<file path="config.mk">
export PLATFORM = sky130hd
export DESIGN_NAME = irc_line_tokenizer
export DESIGN_NICKNAME = d
export VERILOG_FILES = /design/src/sv/irclt_pkg.sv /design/src/sv/irc_line_tokenizer.sv
export SDC_FILE = /design/constraint.sdc
export NUM_CORES = 1
export LEC_CHECK = 0
export ABC_AREA = 1
export BUFFER_PORTS_ARGS = -buffer_cell sky130_fd_sc_hd__clkbuf_2
export CORE_ASPECT_RATIO = 0.6
export CORE_MARGIN = 2
export CORE_UTILIZATION = 50
export DETAILED_ROUTE_END_ITERATION = 8
export PLACE_DENSITY_LB_ADDON = 0.12
export SLEW_MARGIN = 25
export SYNTH_ARGS = -nofsm -noshare
export SYNTH_HDL_FRONTEND = slang
export SYNTH_SLANG_ARGS = --single-unit
</file>
<file path="constraint.sdc">
create_clock -name aclk -period 2.8 [get_ports aclk]
set_input_delay 0.28 -clock aclk [delete_from_list [all_inputs] [get_ports aclk]]
set_output_delay 0.28 -clock aclk [all_outputs]
set_load 0.005 [all_outputs]
</file>
<file path="src/sv/irclt_pkg.sv">
// Package for the IRC line tokenizer: parse phase type, field kind codes,
// character constants and the parser state and result word structs.
// No dependencies.
`timescale 1ns / 1ps

package irclt_pkg;

    // Character codes
    localparam logic [7:0] CH_CR    = 8'h0D;
    localparam logic [7:0] CH_LF    = 8'h0A;
    localparam logic [7:0] CH_COLON = 8'h3A;
    localparam logic [7:0] CH_SPACE = 8'h20;

    // Field kind codes
    localparam logic [2:0] KIND_SEP    = 3'd0;
    localparam logic [2:0] KIND_PREFIX = 3'd1;
    localparam logic [2:0] KIND_CMD    = 3'd2;
    localparam logic [2:0] KIND_MIDDLE = 3'd3;
    localparam logic [2:0] KIND_TRAIL  = 3'd4;

    // Parser phase within one line
    typedef enum logic [2:0] {
        PH_LINE_START = 3'd0,
        PH_PREFIX     = 3'd1,
        PH_PRE_CMD    = 3'd2,
        PH_CMD        = 3'd3,
        PH_PRE_PARAM  = 3'd4,
        PH_MIDDLE     = 3'd5,
        PH_TRAILING   = 3'd6
    } phase_t;

    // Line parser state (the held CR lives outside)
    typedef struct packed {
        phase_t      phase;
        logic [3:0]  param_count;
        logic        overflow;
        logic        start_due;
    } parse_state_t;

    // One result word
    typedef struct packed {
        logic [7:0] data_byte;
        logic [2:0] field_kind;
        logic [3:0] param_number;
        logic       field_start;
        logic       param_overflow;
        logic       line_end;
        logic       line_valid;
        logic       last_of_run;
    } out_item_t;

endpackage

</file>
<file path="src/sv/irc_line_tokenizer.sv">
// IRC line tokenizer: the result words for each accepted byte are registered into a result queue.
// Throughput: one byte accepted per cycle while the 4-entry result queue has
// room for two words; a released CR adds one extra result word for that byte.
// Synchronous active-low reset returns the parser to line start, drops any
// held CR and empties the result queue.
// Depends on irclt_pkg.
`timescale 1ns / 1ps

module irc_line_tokenizer #(
    parameter int MAX_PARAMS = 15
) (
    input  logic        aclk,
    input  logic        aresetn,
    // s_tdata: in_byte[7:0]
    input  logic        s_tvalid,
    output logic        s_tready,
    input  logic [7:0]  s_tdata,
    // m_tdata: data_byte[7:0], param_number[11:8], field_start[12],
    //          param_overflow[13], line_end[14], line_valid[15]
    output logic        m_tvalid,
    input  logic        m_tready,
    output logic [15:0] m_tdata,
    // m_tuser: field_kind[2:0]
    output logic [2:0]  m_tuser,
    output logic        m_tlast
);

    localparam int QDEPTH = 4;
    localparam int QAW    = $clog2(QDEPTH);
    localparam int QCW    = $clog2(QDEPTH + 1);
    localparam logic [3:0] MAX_P = 4'(MAX_PARAMS);

    irclt_pkg::parse_state_t st_reg, st_next, st_mid;
    logic                    cr_held_reg, cr_held_next;

    irclt_pkg::out_item_t    q_reg [QDEPTH];
    logic [QAW-1:0]          wr_ptr_reg, rd_ptr_reg;
    logic [QCW-1:0]          cnt_reg, cnt_next;

    irclt_pkg::out_item_t    item0, item1;
    logic                    push0, push1;
    logic                    in_fire, out_fire;
    logic [QCW-1:0]          n_push;

    // Next parser state for one tagged byte
    function automatic irclt_pkg::parse_state_t next_state(
        input irclt_pkg::parse_state_t s, input logic [7:0] b);
        irclt_pkg::parse_state_t n;
        logic                    bp;
        n  = s;
        bp = 1'b0;
        unique case (s.phase)
            irclt_pkg::PH_PREFIX: begin
                if (b == irclt_pkg::CH_SPACE) n.phase = irclt_pkg::PH_PRE_CMD;
                else                          n.start_due = 1'b0;
            end
            irclt_pkg::PH_PRE_CMD: begin
                if (b != irclt_pkg::CH_SPACE) n.phase = irclt_pkg::PH_CMD;
            end
            irclt_pkg::PH_CMD: begin
                if (b == irclt_pkg::CH_SPACE) n.phase = irclt_pkg::PH_PRE_PARAM;
            end
            irclt_pkg::PH_PRE_PARAM: begin
                if (b == irclt_pkg::CH_COLON) begin
                    bp          = 1'b1;
                    n.phase     = irclt_pkg::PH_TRAILING;
                    n.start_due = 1'b1;
                end else if (b != irclt_pkg::CH_SPACE) begin
                    bp      = 1'b1;
                    n.phase = irclt_pkg::PH_MIDDLE;
                end
            end
            irclt_pkg::PH_MIDDLE: begin
                if (b == irclt_pkg::CH_SPACE) n.phase = irclt_pkg::PH_PRE_PARAM;
            end
            irclt_pkg::PH_TRAILING: begin
                n.start_due = 1'b0;
            end
            default: begin
                if (b == irclt_pkg::CH_COLON) begin
                    n.phase     = irclt_pkg::PH_PREFIX;
                    n.start_due = 1'b1;
                end else if (b == irclt_pkg::CH_SPACE) begin
                    n.phase = irclt_pkg::PH_PRE_CMD;
                end else begin
                    n.phase = irclt_pkg::PH_CMD;
                end
            end
        endcase
        // Parameter count saturates, overflow is sticky
        if (bp) begin
            if (s.param_count < MAX_P) n.param_count = s.param_count + 4'd1;
            else                       n.overflow    = 1'b1;
        end
        return n;
    endfunction

    // Result word for one tagged byte; counts come from the updated state
    function automatic irclt_pkg::out_item_t tag_out(
        input irclt_pkg::parse_state_t s, input irclt_pkg::parse_state_t n,
        input logic [7:0] b);
        irclt_pkg::out_item_t o;
        o = '0;
        o.data_byte      = b;
        o.param_number   = n.param_count;
        o.param_overflow = n.overflow;
        unique case (s.phase)
            irclt_pkg::PH_PREFIX: begin
                if (b != irclt_pkg::CH_SPACE) begin
                    o.field_kind  = irclt_pkg::KIND_PREFIX;
                    o.field_start = s.start_due;
                end
            end
            irclt_pkg::PH_PRE_CMD: begin
                if (b != irclt_pkg::CH_SPACE) begin
                    o.field_kind  = irclt_pkg::KIND_CMD;
                    o.field_start = 1'b1;
                end
            end
            irclt_pkg::PH_CMD: begin
                if (b != irclt_pkg::CH_SPACE) o.field_kind = irclt_pkg::KIND_CMD;
            end
            irclt_pkg::PH_PRE_PARAM: begin
                if (b != irclt_pkg::CH_SPACE && b != irclt_pkg::CH_COLON) begin
                    o.field_kind  = irclt_pkg::KIND_MIDDLE;
                    o.field_start = 1'b1;
                end
            end
            irclt_pkg::PH_MIDDLE: begin
                if (b != irclt_pkg::CH_SPACE) o.field_kind = irclt_pkg::KIND_MIDDLE;
            end
            irclt_pkg::PH_TRAILING: begin
                o.field_kind  = irclt_pkg::KIND_TRAIL;
                o.field_start = s.start_due;
            end
            default: begin
                if (b != irclt_pkg::CH_SPACE && b != irclt_pkg::CH_COLON) begin
                    o.field_kind  = irclt_pkg::KIND_CMD;
                    o.field_start = 1'b1;
                end
            end
        endcase
        return o;
    endfunction

    assign in_fire  = s_tvalid && s_tready;
    assign out_fire = m_tvalid && m_tready;
    assign s_tready = (cnt_reg <= QCW'(QDEPTH - 2));
    assign m_tvalid = (cnt_reg != '0);

    // Per-byte parse: optional released CR, then the new byte
    always_comb begin
        st_mid       = st_reg;
        st_next      = st_reg;
        cr_held_next = cr_held_reg;
        item0        = '0;
        item1        = '0;
        push0        = 1'b0;
        push1        = 1'b0;
        if (in_fire) begin
            if (cr_held_reg && s_tdata == irclt_pkg::CH_LF) begin
                // End of line word
                item0.data_byte      = irclt_pkg::CH_LF;
                item0.field_kind     = irclt_pkg::KIND_SEP;
                item0.param_number   = st_reg.param_count;
                item0.param_overflow = st_reg.overflow;
                item0.line_end       = 1'b1;
                item0.line_valid     = (st_reg.phase == irclt_pkg::PH_CMD)
                                    || (st_reg.phase == irclt_pkg::PH_PRE_PARAM)
                                    || (st_reg.phase == irclt_pkg::PH_MIDDLE)
                                    || (st_reg.phase == irclt_pkg::PH_TRAILING);
                item0.last_of_run    = 1'b1;
                push0                = 1'b1;
                cr_held_next         = 1'b0;
                st_next              = '{phase: irclt_pkg::PH_LINE_START,
                                         param_count: 4'd0,
                                         overflow: 1'b0, start_due: 1'b0};
            end else begin
                if (cr_held_reg) begin
                    st_mid = next_state(st_reg, irclt_pkg::CH_CR);
                    item0  = tag_out(st_reg, st_mid, irclt_pkg::CH_CR);
                    push0  = 1'b1;
                end
                if (s_tdata == irclt_pkg::CH_CR) begin
                    cr_held_next      = 1'b1;
                    st_next           = st_mid;
                    item0.last_of_run = 1'b1;
                end else begin
                    cr_held_next      = 1'b0;
                    st_next           = next_state(st_mid, s_tdata);
                    item1             = tag_out(st_mid, st_next, s_tdata);
                    item1.last_of_run = 1'b1;
                    push1             = 1'b1;
                end
            end
        end
    end

    assign n_push   = QCW'(push0) + QCW'(push1);
    assign cnt_next = cnt_reg + n_push - QCW'(out_fire);

    // Parser and queue control registers
    always_ff @(posedge aclk) begin
        if (!aresetn) begin
            st_reg      <= '{phase: irclt_pkg::PH_LINE_START, param_count: 4'd0,
                             overflow: 1'b0, start_due: 1'b0};
            cr_held_reg <= 1'b0;
            wr_ptr_reg  <= '0;
            rd_ptr_reg  <= '0;
            cnt_reg     <= '0;
        end else begin
            st_reg      <= st_next;
            cr_held_reg <= cr_held_next;
            wr_ptr_reg  <= wr_ptr_reg + QAW'(n_push);
            rd_ptr_reg  <= rd_ptr_reg + QAW'(out_fire);
            cnt_reg     <= cnt_next;
        end
    end

    // Result queue entries: packed in order, item0 first
    always_ff @(posedge aclk) begin
        if (push0) begin
            q_reg[wr_ptr_reg] <= item0;
        end
        if (push1) begin
            q_reg[push0 ? wr_ptr_reg + QAW'(1) : wr_ptr_reg] <= item1;
        end
    end

    // Head of queue drives the master port
    always_comb begin
        irclt_pkg::out_item_t h;
        h       = q_reg[rd_ptr_reg];
        m_tdata = {h.line_valid, h.line_end, h.param_overflow, h.field_start,
                   h.param_number, h.data_byte};
        m_tuser = h.field_kind;
        m_tlast = h.last_of_run;
    end

    // Queue never holds more than its depth
    a_cnt_bound: assert property (@(posedge aclk) disable iff (!aresetn)
        cnt_reg <= QCW'(QDEPTH))
        else $error("result queue overfilled");

    // End-of-line word is a separator and closes its run
    a_eol_form: assert property (@(posedge aclk) disable iff (!aresetn)
        (m_tvalid && m_tdata[14]) |-> (m_tuser == irclt_pkg::KIND_SEP && m_tlast))
        else $error("malformed end-of-line word");

    // line_valid only appears on the end-of-line word
    a_valid_eol: assert property (@(posedge aclk) disable iff (!aresetn)
        (m_tvalid && m_tdata[15]) |-> m_tdata[14])
        else $error("line_valid without line_end");

    // An accepted CR is always held for the next byte
    a_cr_hold: assert property (@(posedge aclk) disable iff (!aresetn)
        (in_fire && s_tdata == irclt_pkg::CH_CR) |=> cr_held_reg)
        else $error("carriage return not held");

endmodule

</file>
After elaboration in Yosys (flattened, before gate mapping)
Memories as Yosys holds them, arrays and structs flattened. A register that Yosys moved wholly into a read port is not among the register bits.
Cells that the tools add are included.

operators by class
  $add $sub $neg = 8
  order comparisons = 3
  equal/unequal tests = 17
  multiplexer cells = 68
  reduce and logical (&&, ||, !) cells = 15

operators with widths
  cell                 count
  $mux 20              4
  $mux 9               5
  $mux 1               33
  $pmux 3 s5           2
  $eq 3x3->1 const B   6
  $eq 8x4->1 const B   2
  $eq 8x6->1 const B   2
  $mux 16              1
  $ne 8x6->1 const B   2
  $mux 15              1
  $mux 3               5
  $mux 2               7
  $mux 4               3
  $mux 5               2
  $reduce_or 2->1      5
  $eq 3x2->1 const B   3
  $pmux 3 s3           1
  $add 4x1->4 const B  2
  $lt 4x4->1 const B   2
  $eq 3x1->1 const B   2
  $pmux 3 s2           1
  $logic_and 1x1->1    4
  $pmux 1 s4           1
  $reduce_or 4->1      1
  other kinds (12)     14

word-level totals
  register bits = 17
  memory bits (writable) = 80
  bits of input ports = 12
  word-level logic and storage cells = 120
  memories kept = 1

memory list
  memory  words  bits a word  read ports  clocked after memory_dff  wr ports  RTL line                  text
  q_reg   4      20           1           1                         2         irc_line_tokenizer.sv:36  irclt_pkg::out_item_t q_reg [QDEPTH];

Longest topological paths before layout
  depth in word-level cells = 18
  depth in mapped cells = 15

Worst setup path after synthesis
No wires, ideal clock.

  kind = input-to-reg
  start point = input s_tdata[0]
  end point = register cnt_reg[2]
  data arrival time = 2475 ps
  data required time = 2680 ps
  path slack = 205 ps
  cell stages on the path = 15
  buffers on the path = 1
  cell sequence = inv_1 nand4_2 nor2_8 nand2_4 nand2_2 nor2_2 buf_6 ha_1 inv_1 ha_1 inv_1 ha_1 fa_1 o21ai_0 a21oi_1

between the ends
  word-level cells in the longest chain between the ends = 7
  elaborated cells between the ends (all ways) = 11
  classes of those cells = 3 x add/sub; 2 x eq/ne; 5 x mux; 1 x reduce/logical

RTL lines
  what                                         RTL line                                              text
  from (decl)                                  irc_line_tokenizer.sv:17                              input logic [7:0] s_tdata,
  $eq 8x4->1, on equally long branches         irc_line_tokenizer.sv:184, irc_line_tokenizer.sv:161
  $mux 1 or $logic_and 1x1->1 (tied branches)  irc_line_tokenizer.sv:184, irc_line_tokenizer.sv:161
  $mux 1                                       irc_line_tokenizer.sv:161                             if (cr_held_reg && s_tdata == irclt_pkg::CH_LF) begin
  $mux 1                                       irc_line_tokenizer.sv:160                             if (in_fire) begin
  $add 1x1->2 (*)                              irc_line_tokenizer.sv:199                             assign n_push = QCW'(push0) + QCW'(push1);
  $add 3x2->3 (*)                              irc_line_tokenizer.sv:200                             assign cnt_next = cnt_reg + n_push - QCW'(out_fire);
  $sub 3x1->3 (*)                              irc_line_tokenizer.sv:200
  to (signal assigned)                         irc_line_tokenizer.sv:216                             cnt_reg <= cnt_next;
  to (decl)                                    irc_line_tokenizer.sv:38                              logic [QCW-1:0] cnt_reg, cnt_next;

Mark *: on every way between the ends. The rest lies on a longest branch, timed or not.
A chain may end at the register's enable or synchronous reset.

==> qor.yml <==
grt_antenna_before_repair: 0
slew_headroom_pct: 50.61
cts_buffers: 9
switching_share_pct: 37.72
ir_drop_worst_vdd_mv: 0.5376
cp_cell_sequence: "ha_1 > nand3_1 > nand3_1 > nand3_1 > nand2_1 > ha_1 > inv_1 > a21oi_1 > nand3_1 > nand3_1 > nand2_1 > o21ai_0"
critical_path_buf_inv_count: 1
pin_count: 34
share_clk_of_total_power_pct: 25.9
finalHoldWorstSlack_ns: 0.2652
register_bit_total_from_synthesis: 97
dr.first_iter.drc_count: 599
cp_common_cell: "sky130_fd_sc_hd__nand3_1"
netlist-cell-type-count: 40
grt_max_degree: 42
routed_via_density: 5.894
wl_per_cell_um: 18.33
synth-edff-count: 72
flow.area_growth_from_synthesis_pct: 12.38
kind_of_cell_with_the_highest_combined_delay_on_the_critical_path: "simple AND/OR/NAND/NOR gates"
arrival_ns: 2.72
yosysSeqAreaShare_pct: 48.32
pwr_density_cell_nw_per_um2: 760.2
switching_power_w: 0.001776
clock_sinks: 97
post_route_drc: 0
chipHeight_um: 85.32
worstPathMaxFanout: 6
final_hold_viol_count: 0
post-cts-setup-buffers: 0
synth_top_cell_by_area: "sky130_fd_sc_hd__edfxtp_1"
initial_core_util_pct: 51.83
power.share.sequential_pct: 39.0
finalSetupTns_ns: 0
drt_wl_total_mm: 15.57
clkTransAtPathRegs_ns: 0.07
vias: 5004
place.port_buffers: 33
timing_worst_setup_path_type: "register to register"
r2r_setup_slack_ns: 0.24
rsz0062_at_grt: "false"
required_ns: 2.96
max_cap_viol_count: 0
synthCells: 663
syn_avg_cell_area_um2: 8.311
weighted_congestion_at_the_end_of_routability_driven_global_placement: 0.9569
pwr-share-comb_pct: 35.0
grt.overflow.total: 0
grt_pass1_wl_mm: 24.57
synth_largest_type_area_fraction_pct: 39.24
synth_warnings: 0
gr-usage-met1_pct: 40.15
dominantRegCellSynth: "sky130_fd_sc_hd__edfxtp_1"
cts_tree: "built"
period_share_pct: 91.30
syn-num-nets: 688
grt_usage_pct: 26.90
final.setup_skew_ns: 0.008627
count_of_pins_over_their_slew_limit: 0
fmax_mhz: 391.2
timing.critical_path.to_type: "register"
setup_viol: 0
global_route.peak_usage_layer: "met1"
std_cell_rows: 29
drtPass1Iterations: 5
worstSetupStartpointType: "register"
asyncSetResetFlopFracSynth_pct: 0
die_w_um: 139.5
fp.dieArea_um2: 11900
leakagePower_nw: 2.510
intPower_w: 0.002932
place.detailed.hpwl_mm: 11.16
finalNetCount: 730
crit_path_top_delay_cell: "sky130_fd_sc_hd__dfxtp_1"
clk_latency_ns: 0.35
root_buffer_master: "sky130_fd_sc_hd__clkbuf_16"
clk_path_buf_depth: 2
drive_above_1_share_pct: 16.34
nFillCells: 955
htree_num_levels: 3
antenna_cells_inserted: 0
synthesis.area_um2: 5510
holdCritPathClass: "primary input to register"
outcome: "finished, final reports clean"
grt_use_met2_pct: 38.59
crit_path_max_incr_delay_ns: 0.44
drtAntennaViolNets: 0
core_um2: 10630
post_synth_main_area_contributors: "sky130_fd_sc_hd__edfxtp_1 (39%), sky130_fd_sc_hd__dfxtp_1 (9.1%), sky130_fd_sc_hd__o21ai_0 (8.9%), sky130_fd_sc_hd__nand2_1 (6.7%), sky130_fd_sc_hd__nor2_1 (6.2%)"
grt.met3_usage_pct: 6.998
worst_slew_pin_slew_ns: 0.7401
netlist_top_cells_count: "sky130_fd_sc_hd__nand2_1 (98), sky130_fd_sc_hd__o21ai_0 (98), sky130_fd_sc_hd__nor2_1 (91), sky130_fd_sc_hd__inv_1 (73), sky130_fd_sc_hd__edfxtp_1 (72)"
number_of_global_route_vias_before_repair: 4498
flip_flop_count_of_the_largest_register_all_copies_and_words_added: 80
final_critical_path_required_period_ns: 2.557
cells by family after synthesis:
kind of cell / after synthesis / share of synthesized area, %
simple gates: 259 / 21.96
compound gates: 179 / 17.71
buf+inv: 110 / 8.129
flops: 97 / 48.32
fa+ha+maj: 13 / 3.088
xor+xnor: 5 / 0.7947
cells in the final DEF (no fill, tap or decap), drive strengths merged, types with 3 or more instances in the layout:
cell type / instances
clkbuf: 42
nor2: 101
ha: 12
o21ai: 110
nand4: 5
nand2: 105
nand3: 43
a22oi: 4
a21oi: 30
buf: 24
o211ai: 3
o22ai: 28
clkinv: 5
xor2: 4
dfxtp: 25
inv: 86
edfxtp: 72
nor3: 4
per-stage QoR:
step | instance area (um2) | total power, W | util, % | std cells | setup WS (ns)
floorplan | 5510 | 0.002872 | - | 663 | 0.2053
global placement | 5897 | 0.003471 | 55.47 | 833 | 0.1751
detailed placement | 5897 | 0.003500 | 55.47 | 833 | 0.1462
CTS | 6185 | 0.004698 | 58.17 | 849 | 0.2120
global route | 6192 | 0.004965 | 58.24 | 849 | 0.02129
finish | 6192 | 0.004708 | 58.24 | 849 | 0.2435
per-layer routing:
metal | up-vias | routed length, um
met1 | 2337 | 7138
met5 | - | 0
met2 | 294 | 6447
met4 | 0 | 307
li1 | 2345 | -
met3 | 28 | 1673
path summary, 6_finish.rpt:
| path | depth (start not counted) | start | end |
|---|---|---|---|
| worst min register to register | 2 | q_reg[2][2]$_SDFFE_PP0P_ | q_reg[2][2]$_SDFFE_PP0P_ |
| worst min-delay path | 3 | aresetn | wr_ptr_reg[0]$_SDFF_PN0_ |
| worst max register to register | 12 | st_reg[3]$_SDFFE_PN0P_ | q_reg[3][7]$_DFFE_PP_ |
| worst max-delay path | 12 | st_reg[3]$_SDFFE_PN0P_ | q_reg[3][7]$_DFFE_PP_ |
what timing repair did:
action	4_1_cts	5_1_grt
hold buffers	0	0
setup endpoints to repair	0	18
gates resized for setup	0	3
power by group through the flow:
stage	sequential (W)	clock [W]	combinational, W
2_1_floorplan	0.00184	0	0.00103
3_3_place_gp	0.00186	0	0.00161
3_5_place_dp	0.00187	0	0.00163
4_1_cts	0.00183	0.00123	0.00164
5_1_grt	0.00186	0.00128	0.00183
6_report	0.00184	0.00122	0.00165
final cells by class:
class                   instances  area [um2]  share of cell area [%]
clock buffers                   9       225.2                   3.637
repair buffers                 57       345.3                   5.577
clock inverters                 7       62.56                   1.010
well taps                     139       173.9                   2.809
inverters                      84       315.3                   5.092
flip-flops and latches         97        2665                   43.04
multi-input cells             456        2405                   38.84
worst min-delay path, cell delays in order:
cell and delay (ns):
sky130_fd_sc_hd__clkbuf_2 0.17, sky130_fd_sc_hd__nand2_1 0.09, sky130_fd_sc_hd__inv_1 0.03
(Power assumes the default switching activity.)
